<file path="src/rtl/iiee_pkg.sv">
package iiee_pkg;

  localparam int unsigned ValueWidthDef = 64;

  localparam logic [7:0] ChSpace = 8'h20;
  localparam logic [7:0] ChStar  = 8'h2A;
  localparam logic [7:0] ChPlus  = 8'h2B;
  localparam logic [7:0] ChMinus = 8'h2D;
  localparam logic [7:0] ChSlash = 8'h2F;
  localparam logic [7:0] ChZero  = 8'h30;
  localparam logic [7:0] ChNine  = 8'h39;

  localparam logic [1:0] PhOperand = 2'd0;
  localparam logic [1:0] PhUnary   = 2'd1;
  localparam logic [1:0] PhDigits  = 2'd2;
  localparam logic [1:0] PhAfter   = 2'd3;

  localparam logic [1:0] MdNone = 2'd0;
  localparam logic [1:0] MdMul  = 2'd1;
  localparam logic [1:0] MdDiv  = 2'd2;

  localparam logic [1:0] StOk     = 2'd0;
  localparam logic [1:0] StBad    = 2'd1;
  localparam logic [1:0] StDivZer = 2'd2;

endpackage

</file>
<file path="src/rtl/iiee_in_if.sv">
interface iiee_in_if;
  logic       valid;
  logic       ready;
  logic [7:0] symbol;
  logic       ends_expression;

  modport source (output valid, output symbol, output ends_expression, input ready);
  modport sink (input valid, input symbol, input ends_expression, output ready);
endinterface

</file>
<file path="src/rtl/iiee_out_if.sv">
interface iiee_out_if;
  logic               valid;
  logic               ready;
  logic signed [63:0] value;
  logic [1:0]         status;

  modport source (output valid, output value, output status, input ready);
  modport sink (input valid, input value, input status, output ready);
endinterface

</file>
<file path="src/rtl/infix_integer_expression_evaluator.sv">
// Channel  Port   Dir  Beat
// chars    sym_i  in   symbol[7:0], ends_expression
// result   res_o  out  value[63:0] signed, status[1:0]
//
// A character beat is taken in S_IDLE; one that closes a numeral passes S_FIN,
// then S_MUL or S_DIV if a multiply or divide is pending, and S_REPLAY. The
// shared shift-add / restoring-divide unit retires one bit per cycle. Reset
// clears FSM and parse state only; no clearing pass. The result sits in an
// output register; sym_i stalls while it is full and not taken, or not idle.
module infix_integer_expression_evaluator
  import iiee_pkg::*;
#(
  parameter int unsigned VALUE_WIDTH = ValueWidthDef
) (
  input  logic clk_i,
  input  logic rst_ni,
  iiee_in_if.sink    sym_i,
  iiee_out_if.source res_o
);

  localparam int unsigned W  = VALUE_WIDTH;
  localparam int unsigned CW = (W > 1) ? $clog2(W) : 1;
  localparam logic [W+3:0] LimPos = {5'b0, {(W-1){1'b1}}};
  localparam logic [W+3:0] LimNeg = LimPos + 1'b1;

  localparam logic [2:0] S_IDLE   = 3'd0;
  localparam logic [2:0] S_FIN    = 3'd1;
  localparam logic [2:0] S_MUL    = 3'd2;
  localparam logic [2:0] S_DIV    = 3'd3;
  localparam logic [2:0] S_REPLAY = 3'd4;

  logic [2:0]    state_q, state_d;
  logic [W-1:0]  sum_q, sum_d, term_q, term_d, mag_q, mag_d;
  logic          neg_q, neg_d, as_q, as_d;
  logic [1:0]    md_q, md_d, ph_q, ph_d, err_q, err_d;
  logic [7:0]    sc_q, sc_d;
  logic          se_q, se_d;
  logic [W-1:0]  acc_q, acc_d, opa_q, opa_d, opb_q, opb_d;
  logic          dneg_q, dneg_d;
  logic [CW-1:0] cnt_q, cnt_d;
  logic          oval_q, oval_d;
  logic signed [63:0] oval_val_q, oval_val_d;
  logic [1:0]    ost_q, ost_d;

  logic          slot_ok, in_fire, do_proc, need_fin;
  logic [7:0]    c;
  logic          e;
  logic          is_digit, is_op;
  logic [W+3:0]  new10;
  logic [W-1:0]  fold, v, qa, qb;
  logic [1:0]    err_end;
  logic [W:0]    trial;

  assign slot_ok     = !oval_q || res_o.ready;
  assign sym_i.ready = (state_q == S_IDLE) && slot_ok;
  assign in_fire     = sym_i.valid && sym_i.ready;
  assign res_o.valid  = oval_q;
  assign res_o.value  = oval_val_q;
  assign res_o.status = ost_q;

  always_comb begin
    c        = (state_q == S_IDLE) ? sym_i.symbol : sc_q;
    e        = (state_q == S_IDLE) ? sym_i.ends_expression : se_q;
    do_proc  = in_fire || ((state_q == S_REPLAY) && slot_ok);
    is_digit = c inside {[ChZero:ChNine]};
    is_op    = c inside {ChPlus, ChMinus, ChStar, ChSlash};
    need_fin = (err_q != StBad) && (ph_q == PhDigits) && (e || c == ChSpace || is_op);
    new10    = ({4'b0, mag_q} << 3) + ({4'b0, mag_q} << 1) + {{W{1'b0}}, c[3:0]};
    fold     = as_q ? (sum_q - term_q) : (sum_q + term_q);
    v        = neg_q ? (~mag_q + 1'b1) : mag_q;
    qa       = term_q[W-1] ? (~term_q + 1'b1) : term_q;
    qb       = v[W-1] ? (~v + 1'b1) : v;
    trial    = {opa_q, opb_q[W-1]};
    err_end  = err_q;

    state_d = state_q; sum_d = sum_q; term_d = term_q; mag_d = mag_q;
    neg_d = neg_q; as_d = as_q; md_d = md_q; ph_d = ph_q; err_d = err_q;
    sc_d = sc_q; se_d = se_q; acc_d = acc_q; opa_d = opa_q; opb_d = opb_q;
    dneg_d = dneg_q; cnt_d = cnt_q;
    oval_d = oval_q && !res_o.ready;
    oval_val_d = oval_val_q; ost_d = ost_q;

    case (state_q)
      S_FIN: begin
        mag_d = '0; neg_d = 1'b0; md_d = MdNone; ph_d = PhAfter;
        cnt_d = CW'(W - 1);
        state_d = S_REPLAY;
        case (md_q)
          MdMul: begin
            acc_d = '0; opa_d = term_q; opb_d = v; state_d = S_MUL;
          end
          MdDiv: begin
            if (v == '0) begin
              if (err_q == StOk) err_d = StDivZer;
              term_d = '0;
            end else begin
              opa_d = '0; acc_d = qb; opb_d = qa;
              dneg_d = term_q[W-1] ^ v[W-1];
              state_d = S_DIV;
            end
          end
          default: term_d = v;
        endcase
      end
      S_MUL: begin
        if (opb_q[0]) acc_d = acc_q + opa_q;
        opa_d = opa_q << 1;
        opb_d = opb_q >> 1;
        cnt_d = cnt_q - 1'b1;
        if (cnt_q == '0) begin
          term_d  = opb_q[0] ? (acc_q + opa_q) : acc_q;
          state_d = S_REPLAY;
        end
      end
      S_DIV: begin
        // opa: remainder, opb: dividend shifting into quotient, acc: divisor
        if (trial >= {1'b0, acc_q}) begin
          opa_d = W'(trial - {1'b0, acc_q});
          opb_d = {opb_q[W-2:0], 1'b1};
        end else begin
          opa_d = trial[W-1:0];
          opb_d = {opb_q[W-2:0], 1'b0};
        end
        cnt_d = cnt_q - 1'b1;
        if (cnt_q == '0) begin
          term_d  = dneg_q ? (~opb_d + 1'b1) : opb_d;
          state_d = S_REPLAY;
        end
      end
      default: ;
    endcase

    if (do_proc) begin
      state_d = S_IDLE;
      if (need_fin) begin
        sc_d = c; se_d = e; state_d = S_FIN;
      end else if (e) begin
        if (err_q != StBad) begin
          if (ph_q == PhAfter) sum_d = fold;
          else err_end = StBad;
        end
        oval_d     = 1'b1;
        ost_d      = err_end;
        oval_val_d = (err_end == StOk) ? 64'($signed((ph_q == PhAfter) ? fold : sum_q))
                                       : '0;
        if (err_q == StBad) oval_val_d = '0;
        sum_d = '0; term_d = '0; mag_d = '0; neg_d = 1'b0; md_d = MdNone;
        as_d = 1'b0; ph_d = PhOperand; err_d = StOk;
      end else if (err_q == StBad) begin
      end else if (is_digit) begin
        if (ph_q != PhAfter && new10 <= (neg_q ? LimNeg : LimPos)) begin
          mag_d = new10[W-1:0]; ph_d = PhDigits;
        end else begin
          err_d = StBad;
        end
      end else if (c == ChSpace) begin
      end else if (ph_q == PhOperand) begin
        if (c == ChMinus) begin
          neg_d = 1'b1; ph_d = PhUnary;
        end else begin
          err_d = StBad;
        end
      end else if (ph_q == PhUnary) begin
        err_d = StBad;
      end else if (is_op) begin
        if (c == ChPlus || c == ChMinus) begin
          sum_d = fold; term_d = '0; as_d = (c == ChMinus); md_d = MdNone;
        end else begin
          md_d = (c == ChStar) ? MdMul : MdDiv;
        end
        ph_d = PhOperand;
      end else begin
        err_d = StBad;
      end
    end
  end

  always_ff @(posedge clk_i or negedge rst_ni) begin
    if (!rst_ni) begin
      state_q <= S_IDLE;
      sum_q <= '0; term_q <= '0; mag_q <= '0; neg_q <= 1'b0; as_q <= 1'b0;
      md_q <= MdNone; ph_q <= PhOperand; err_q <= StOk; oval_q <= 1'b0;
      cnt_q <= '0;
    end else begin
      state_q <= state_d;
      sum_q <= sum_d; term_q <= term_d; mag_q <= mag_d; neg_q <= neg_d; as_q <= as_d;
      md_q <= md_d; ph_q <= ph_d; err_q <= err_d; oval_q <= oval_d;
      cnt_q <= cnt_d;
    end
  end

  always_ff @(posedge clk_i) begin
    sc_q <= sc_d; se_q <= se_d; acc_q <= acc_d; opa_q <= opa_d; opb_q <= opb_d;
    dneg_q <= dneg_d; oval_val_q <= oval_val_d; ost_q <= ost_d;
  end

endmodule
</file>
<file path="src/flat_wrapper.sv">
// flat-port wrapper written by rule: the top's interface ports become plain ports
module infix_integer_expression_evaluator_flat import iiee_pkg::*;
#(
  parameter int unsigned VALUE_WIDTH = ValueWidthDef
)
  (clk_i, rst_ni, sym_i_valid, sym_i_symbol, sym_i_ends_expression, sym_i_ready, res_o_valid, res_o_value, res_o_status, res_o_ready);
  iiee_in_if sym_i_i ();
  iiee_out_if res_o_i ();
  input  logic clk_i;
  input  logic rst_ni;
  input wire logic [$bits(sym_i_i.valid)-1:0] sym_i_valid;
  input wire logic [$bits(sym_i_i.symbol)-1:0] sym_i_symbol;
  input wire logic [$bits(sym_i_i.ends_expression)-1:0] sym_i_ends_expression;
  output wire logic [$bits(sym_i_i.ready)-1:0] sym_i_ready;
  output wire logic [$bits(res_o_i.valid)-1:0] res_o_valid;
  output wire logic [$bits(res_o_i.value)-1:0] res_o_value;
  output wire logic [$bits(res_o_i.status)-1:0] res_o_status;
  input wire logic [$bits(res_o_i.ready)-1:0] res_o_ready;
  assign sym_i_i.valid = sym_i_valid;
  assign sym_i_i.symbol = sym_i_symbol;
  assign sym_i_i.ends_expression = sym_i_ends_expression;
  assign sym_i_ready = sym_i_i.ready;
  assign res_o_valid = res_o_i.valid;
  assign res_o_value = res_o_i.value;
  assign res_o_status = res_o_i.status;
  assign res_o_i.ready = res_o_ready;
  infix_integer_expression_evaluator #(.VALUE_WIDTH(VALUE_WIDTH)) u_core (.clk_i(clk_i), .rst_ni(rst_ni), .sym_i(sym_i_i), .res_o(res_o_i));
endmodule
</file>
<file path="config.mk">
export PLATFORM = sky130hd
export DESIGN_NAME = infix_integer_expression_evaluator_flat
export DESIGN_NICKNAME = d
export VERILOG_FILES = /design/src/rtl/iiee_pkg.sv /design/src/rtl/iiee_in_if.sv /design/src/rtl/iiee_out_if.sv /design/src/rtl/infix_integer_expression_evaluator.sv /design/src/flat_wrapper.sv
export SDC_FILE = /design/constraint.sdc
export NUM_CORES = 2
export LEC_CHECK = 0
export ABC_AREA = 1
export BUFFER_PORTS_ARGS = -buffer_cell sky130_fd_sc_hd__clkbuf_2
export CAP_MARGIN = 10
export CORE_ASPECT_RATIO = 1.75
export CORE_MARGIN = 3
export CORE_UTILIZATION = 55
export DETAILED_ROUTE_END_ITERATION = 6
export GPL_TIMING_DRIVEN = 0
export PLACE_DENSITY = 0.71
export RECOVER_POWER = 50
export SYNTH_ARGS = -nofsm -noshare
export SYNTH_HDL_FRONTEND = slang
export SYNTH_SLANG_ARGS = --single-unit
</file>
<file path="constraint.sdc">
create_clock -name clk_i -period 16.5 [get_ports clk_i]
set_clock_uncertainty 0.2 [all_clocks]
set_input_delay 1.65 -clock clk_i [delete_from_list [all_inputs] [get_ports clk_i]]
set_output_delay 1.65 -clock clk_i [all_outputs]
set_load 0.01 [all_outputs]
</file>
==> results of run 1 <==
## metrics by stage
step / utilization (%) / cells / cell area [sq um] / worst slack (ps)
CTS: 59.8 / 9856 / 57500 / 7860
detailed placement: 58.2 / 9770 / 55900 / 7470
global placement: 57.9 / 9746 / 55600 / 1850
floorplan: - / 8374 / 53600 / 6540
## per-layer routing
metal,GRT overflow,GRT usage [%]
met1,4,68.2
met2,553,92.5
met3,11,47.4
met4,339,75.1
met5,1,16.6
## Yosys cell counts, types with 10 or more instances
| cell type | count | area (sq um) |
|---|---|---|
| a21boi_0 | 24 | 180 |
| a21o_1 | 43 | 323 |
| a21oi_1 | 683 | 3420 |
| a221oi_1 | 10 | 87.6 |
| a31oi_1 | 86 | 538 |
| a32oi_1 | 56 | 490 |
| buf_1 | 26 | 97.6 |
| buf_2 | 33 | 165 |
| clkbuf_1 | 227 | 852 |
| clkinv_1 | 11 | 41.3 |
| dfrtp_1 | 210 | 5260 |
| edfxtp_1 | 268 | 8050 |
| ha_1 | 388 | 4850 |
| inv_1 | 966 | 3630 |
| inv_2 | 16 | 60.1 |
| nand2_1 | 2084 | 7820 |
| nand2_2 | 20 | 125 |
| nand3_1 | 409 | 2050 |
| nand3b_1 | 27 | 203 |
| nand4_1 | 93 | 582 |
| nor2_1 | 988 | 3710 |
| nor2_2 | 24 | 150 |
| nor2_4 | 12 | 135 |
| nor3_1 | 90 | 450 |
| nor4_1 | 54 | 338 |
| o211ai_1 | 84 | 631 |
| o21a_1 | 32 | 240 |
| o21ai_0 | 834 | 4170 |
| o21ai_1 | 34 | 170 |
| o21ai_2 | 11 | 96.3 |
| o21bai_1 | 34 | 255 |
| o221ai_1 | 63 | 552 |
| o31ai_1 | 11 | 82.6 |
| or2_2 | 18 | 113 |
| xnor2_1 | 93 | 815 |
| xor2_1 | 202 | 1770 |
## cells by family after synthesis
group                    Yosys count  synth area share [%]
AND/OR/NAND/NOR                 3859                  30.0
flip-flops                       478                  24.8
AO/OA/AOI/OAI                   2050                  21.7
XOR/XNOR                         300                  5.00
buffers and inverters           1294                  9.27
adder cells (fa/ha/maj)          393                  9.25
==> impl_metrics.env, run 1 <==
export IMPL_synthFlopType="edfxtp_1"
export IMPL_die_w_um=242
export IMPL_synth_fp_nets=8780
export IMPL_cts_path_max_buffers=3
export IMPL_status="did not finish"
export IMPL_grt_overflow=908
export IMPL_synth_yosys_seq_area_share_pct=24.8
export IMPL_htree_levels=2
export IMPL_portBuffers=80
export IMPL_cts_buffers=47
export IMPL_track_usage_pct=70.1
export IMPL_gp_congestion=1.32
export IMPL_synth_cells=8374
export IMPL_pin_count=81
export IMPL_synth_edf_count=268
export IMPL_die_h_um=419
export IMPL_post_synth_instance_area_sq_mm=0.0536
export IMPL_clock_sinks=478
export IMPL_haltStage="global routing"
export IMPL_postCtsSetupBuffers=0
export IMPL_grt_pass1_vias=70267
export IMPL_synthArstFlopShare_pct=43.9
export IMPL_ys_warn_count=0
export IMPL_ys_types=73
export IMPL_row_count=150
export IMPL_grt_max_degree=101
export IMPL_cts_resized=0
export IMPL_start_util_pct=55.8
export IMPL_dp_hpwl_mm=240
export IMPL_cts_root_buffer="clkbuf_16"
export IMPL_ys_ff_latch=478
export IMPL_firstError="[ERROR GRT-0116] Global routing finished with congestion. Check the congestion regions in the DRC Viewer."
export IMPL_grt_pass1_wl_mm=537
export IMPL_ctsHoldBuffers=0
export IMPL_syn_avg_cell_area_sq_um=6.40
==> run 2: changes to the inputs <==
--- a/config.mk
+++ b/config.mk
@@ -8,12 +8,11 @@
 export ABC_AREA = 1
 export BUFFER_PORTS_ARGS = -buffer_cell sky130_fd_sc_hd__clkbuf_2
 export CAP_MARGIN = 10
-export CORE_ASPECT_RATIO = 1.75
 export CORE_MARGIN = 3
-export CORE_UTILIZATION = 55
+export CORE_UTILIZATION = 40
 export DETAILED_ROUTE_END_ITERATION = 6
 export GPL_TIMING_DRIVEN = 0
-export PLACE_DENSITY = 0.71
+export PLACE_DENSITY_LB_ADDON = 0.15
 export RECOVER_POWER = 50
 export SYNTH_ARGS = -nofsm -noshare
 export SYNTH_HDL_FRONTEND = slang
==> run 2 against run 1 <==
Effect of this change: the flow now finishes, with violations (design-rule violations, max-capacitance violations, max-slew violations); synthesized cell count did not move; area after synthesis did not move.
==> impl_metrics.env, run 2 <==
export IMPL_worstSetupStartpointType="flip-flop"
export IMPL_synth_yosys_seq_area_share_pct=24.8
export IMPL_htree_levels=3
export IMPL_yosysTopAreaCellShare_pct=15.0
export IMPL_irDropWorstVdd_mv=0.0892
export IMPL_clock_sinks=478
export IMPL_die_h_um=372
export IMPL_viasPerCell=6.04
export IMPL_max_freq_mhz=104
export IMPL_synth_commonest_cells="2,084 x nand2_1, 988 x nor2_1, 966 x inv_1"
export IMPL_route_met2_wl_mm=126
export IMPL_start_util_pct=40.5
export IMPL_postCtsSetupBuffers=0
export IMPL_grt_max_degree=86
export IMPL_hold_ws_ps=292
export IMPL_antenna_found_initial=16
export IMPL_synthArstFlopShare_pct=43.9
export IMPL_criticalPathCategory="flip-flop to flip-flop"
export IMPL_layout_common_cells="2,086 x nand2_1, 996 x nor2_1, 967 x inv_1, 837 x o21ai_0, 682 x a21oi_1"
export IMPL_clk_latency_ps=690
export IMPL_syn_avg_cell_area_sq_um=6.40
export IMPL_ys_types=73
export IMPL_drc=7
export IMPL_synth_edf_count=268
export IMPL_synth_fp_nets=8780
export IMPL_gp_congestion=1.14
export IMPL_cellPowerDensity_mw_per_mm2=159
export IMPL_hold_path_startpoint="u_core.sum_q[2]"
export IMPL_power_leakage_nw=27.9
export IMPL_clk_pin_slew_ps=60
export IMPL_coreArea_sq_mm=0.132
export IMPL_layout_commonest_cell="nand2_1"
export IMPL_crit_slowest_cell="nor4_1"
export IMPL_pin_count=81
export IMPL_synthFlopType="edfxtp_1"
export IMPL_post_synth_instance_area_sq_mm=0.0536
export IMPL_synth_cells=8374
export IMPL_track_usage_pct=41.7
export IMPL_final_antenna_net_count=0
export IMPL_slew_violations=314
export IMPL_drt_met1_wl_mm=117
export IMPL_regToRegStartpoint="u_core.state_q[0]"
export IMPL_relSlewSlack_pct=-230
export IMPL_dr_pass1_iters=7
export IMPL_synth_most_common_cell="nand2_1"
export IMPL_ctsHoldBuffers=0
export IMPL_fin_cells=10367
export IMPL_worstMarginPinSlew_ps=4950
export IMPL_cts_buffers=67
export IMPL_path_common_cell="nand2_1"
export IMPL_area_growth_syn_to_layout_pct=9.49
export IMPL_grt_pass1_vias=57614
export IMPL_cts_path_max_buffers=3
export IMPL_vias=62626
export IMPL_setup_viol=0
export IMPL_dp_hpwl_mm=249
export IMPL_wl_met3_mm=30.1
export IMPL_grt_overflow=0
export IMPL_portBuffers=80
export IMPL_fin_util_pct=44.3
export IMPL_row_count=133
export IMPL_drive_gt1_share_pct=3.49
export IMPL_holdCritPathClass="flip-flop to flip-flop"
export IMPL_dp_cells=10229
export IMPL_finalSetupTns_ps=0
export IMPL_path_delay_family="simple AND/OR/NAND/NOR gates"
export IMPL_violations="design-rule violations, max-capacitance violations, max-slew violations"
export IMPL_cts_tree="yes"
export IMPL_status="finished, violations left"
export IMPL_ys_ff_latch=478
export IMPL_fin_nets=8951
export IMPL_hold_violations=0
export IMPL_synth_top_area_cell="edfxtp_1"
export IMPL_cts_root_buffer="clkbuf_16"
export IMPL_cp_data_required_time_ps=16830
export IMPL_cts_resized=0
export IMPL_postRouteWirelength_mm=298
export IMPL_die_w_um=372
export IMPL_grt_pass1_wl_mm=413
export IMPL_fin_crit_ps=9640
export IMPL_startpoint="u_core.state_q[0]"
export IMPL_synthTopCellsByArea="edfxtp_1 15%, nand2_1 15%, dfrtp_1 9.8%"
export IMPL_period_share_pct=58.4
export IMPL_rsz0062_at_grt="false"
export IMPL_ys_warn_count=0
export IMPL_crit_buf_inv=9
export IMPL_drtIter0Drc=8108
export IMPL_dieArea_sq_mm=0.138
export IMPL_cp_max_fo=10
export IMPL_crit_arrival_ps=9980
export IMPL_maxCapViolations=10
export IMPL_top_layer="met5"
export IMPL_total_power_mw=9.31
export IMPL_max_stage_delay_ps=650
export IMPL_worstSetupEndpointType="flip-flop"
export IMPL_drt_wirelength_per_cell_um=28.7
[run 2: cell counts after synthesis]
Identical to the previous run, type by type.
[run 2: cells by family (layout without fill, tap and decap cells)]
logic type                 after synthesis  in the layout  synth area share (%)
buffers and inverters                 1294           1520                  9.27
AOI/OAI and AO/OA                     2050           2050                  21.7
other                                    0             12                     0
xor gates and xnor gates               300            300                  5.00
DFF                                    478            478                  24.8
and+or+nand+nor                       3859           3859                  30.0
adders and majority gates              393            393                  9.25
[run 2: through the flow]
stage / cell area [sq um] / setup WS [ps]
2_1_floorplan: 53600 / 6540
3_3_place_gp: 56200 / -104
3_5_place_dp: 56500 / 6960
4_1_cts: 58900 / 7650
5_1_grt: 58600 / 6470
6_report: 58700 / 6860
[run 2: final cells by class]
type                    instances  area [sq um]
well taps                    1755          2200
plain buffers                 300          1220
clock buffers                  84          1860
multi-input cells            6602         35200
repair buffers                102           579
flip-flops and latches        478         13300
clock inverters                40           531
fillers                     14526         73600
inverters                     994          3730
diodes                         12          30.0
[run 2: power breakdown]
| part | leakage, nW | switching (mW) | internal (mW) |
|---|---|---|---|
| logic | 21.6 | 4.22 | 1.53 |
| registers | 5.24 | 0.361 | 1.58 |
| clock network | 1.15 | 0.666 | 0.955 |
[run 2: worst register-to-register path: cells and delay by family (launching register included)]
kind                     cells  cell delay, ps
adder cells (fa/ha/maj)      4            1570
AND/OR/NAND/NOR             18            3380
flip-flops                   1             460
XOR/XNOR                     1             240
buffers and inverters        9            1760
AO/OA/AOI/OAI                7            1890
[run 2: final timing paths]
kind | to | slack (ps) | cells after the start
max in group asynchronous | u_core.mag_q[16] | 8310 | 2
min reg2reg | u_core.sum_q[2] | 290 | 2
max | u_core.mag_q[42] | 6860 | 39
min | u_core.sum_q[2] | 290 | 2
max reg2reg | u_core.mag_q[42] | 6860 | 39
min in group asynchronous | u_core.mag_q[54] | 1810 | 1
[run 2: metal layers]
metal  vias up  GRT usage (%)
li1      28602              -
met1     29613           52.4
met2      3628           63.3
met3       777           9.21
met4         6           29.4
met5         -              0
No activity file was read; power rests on OpenSTA's default activity.
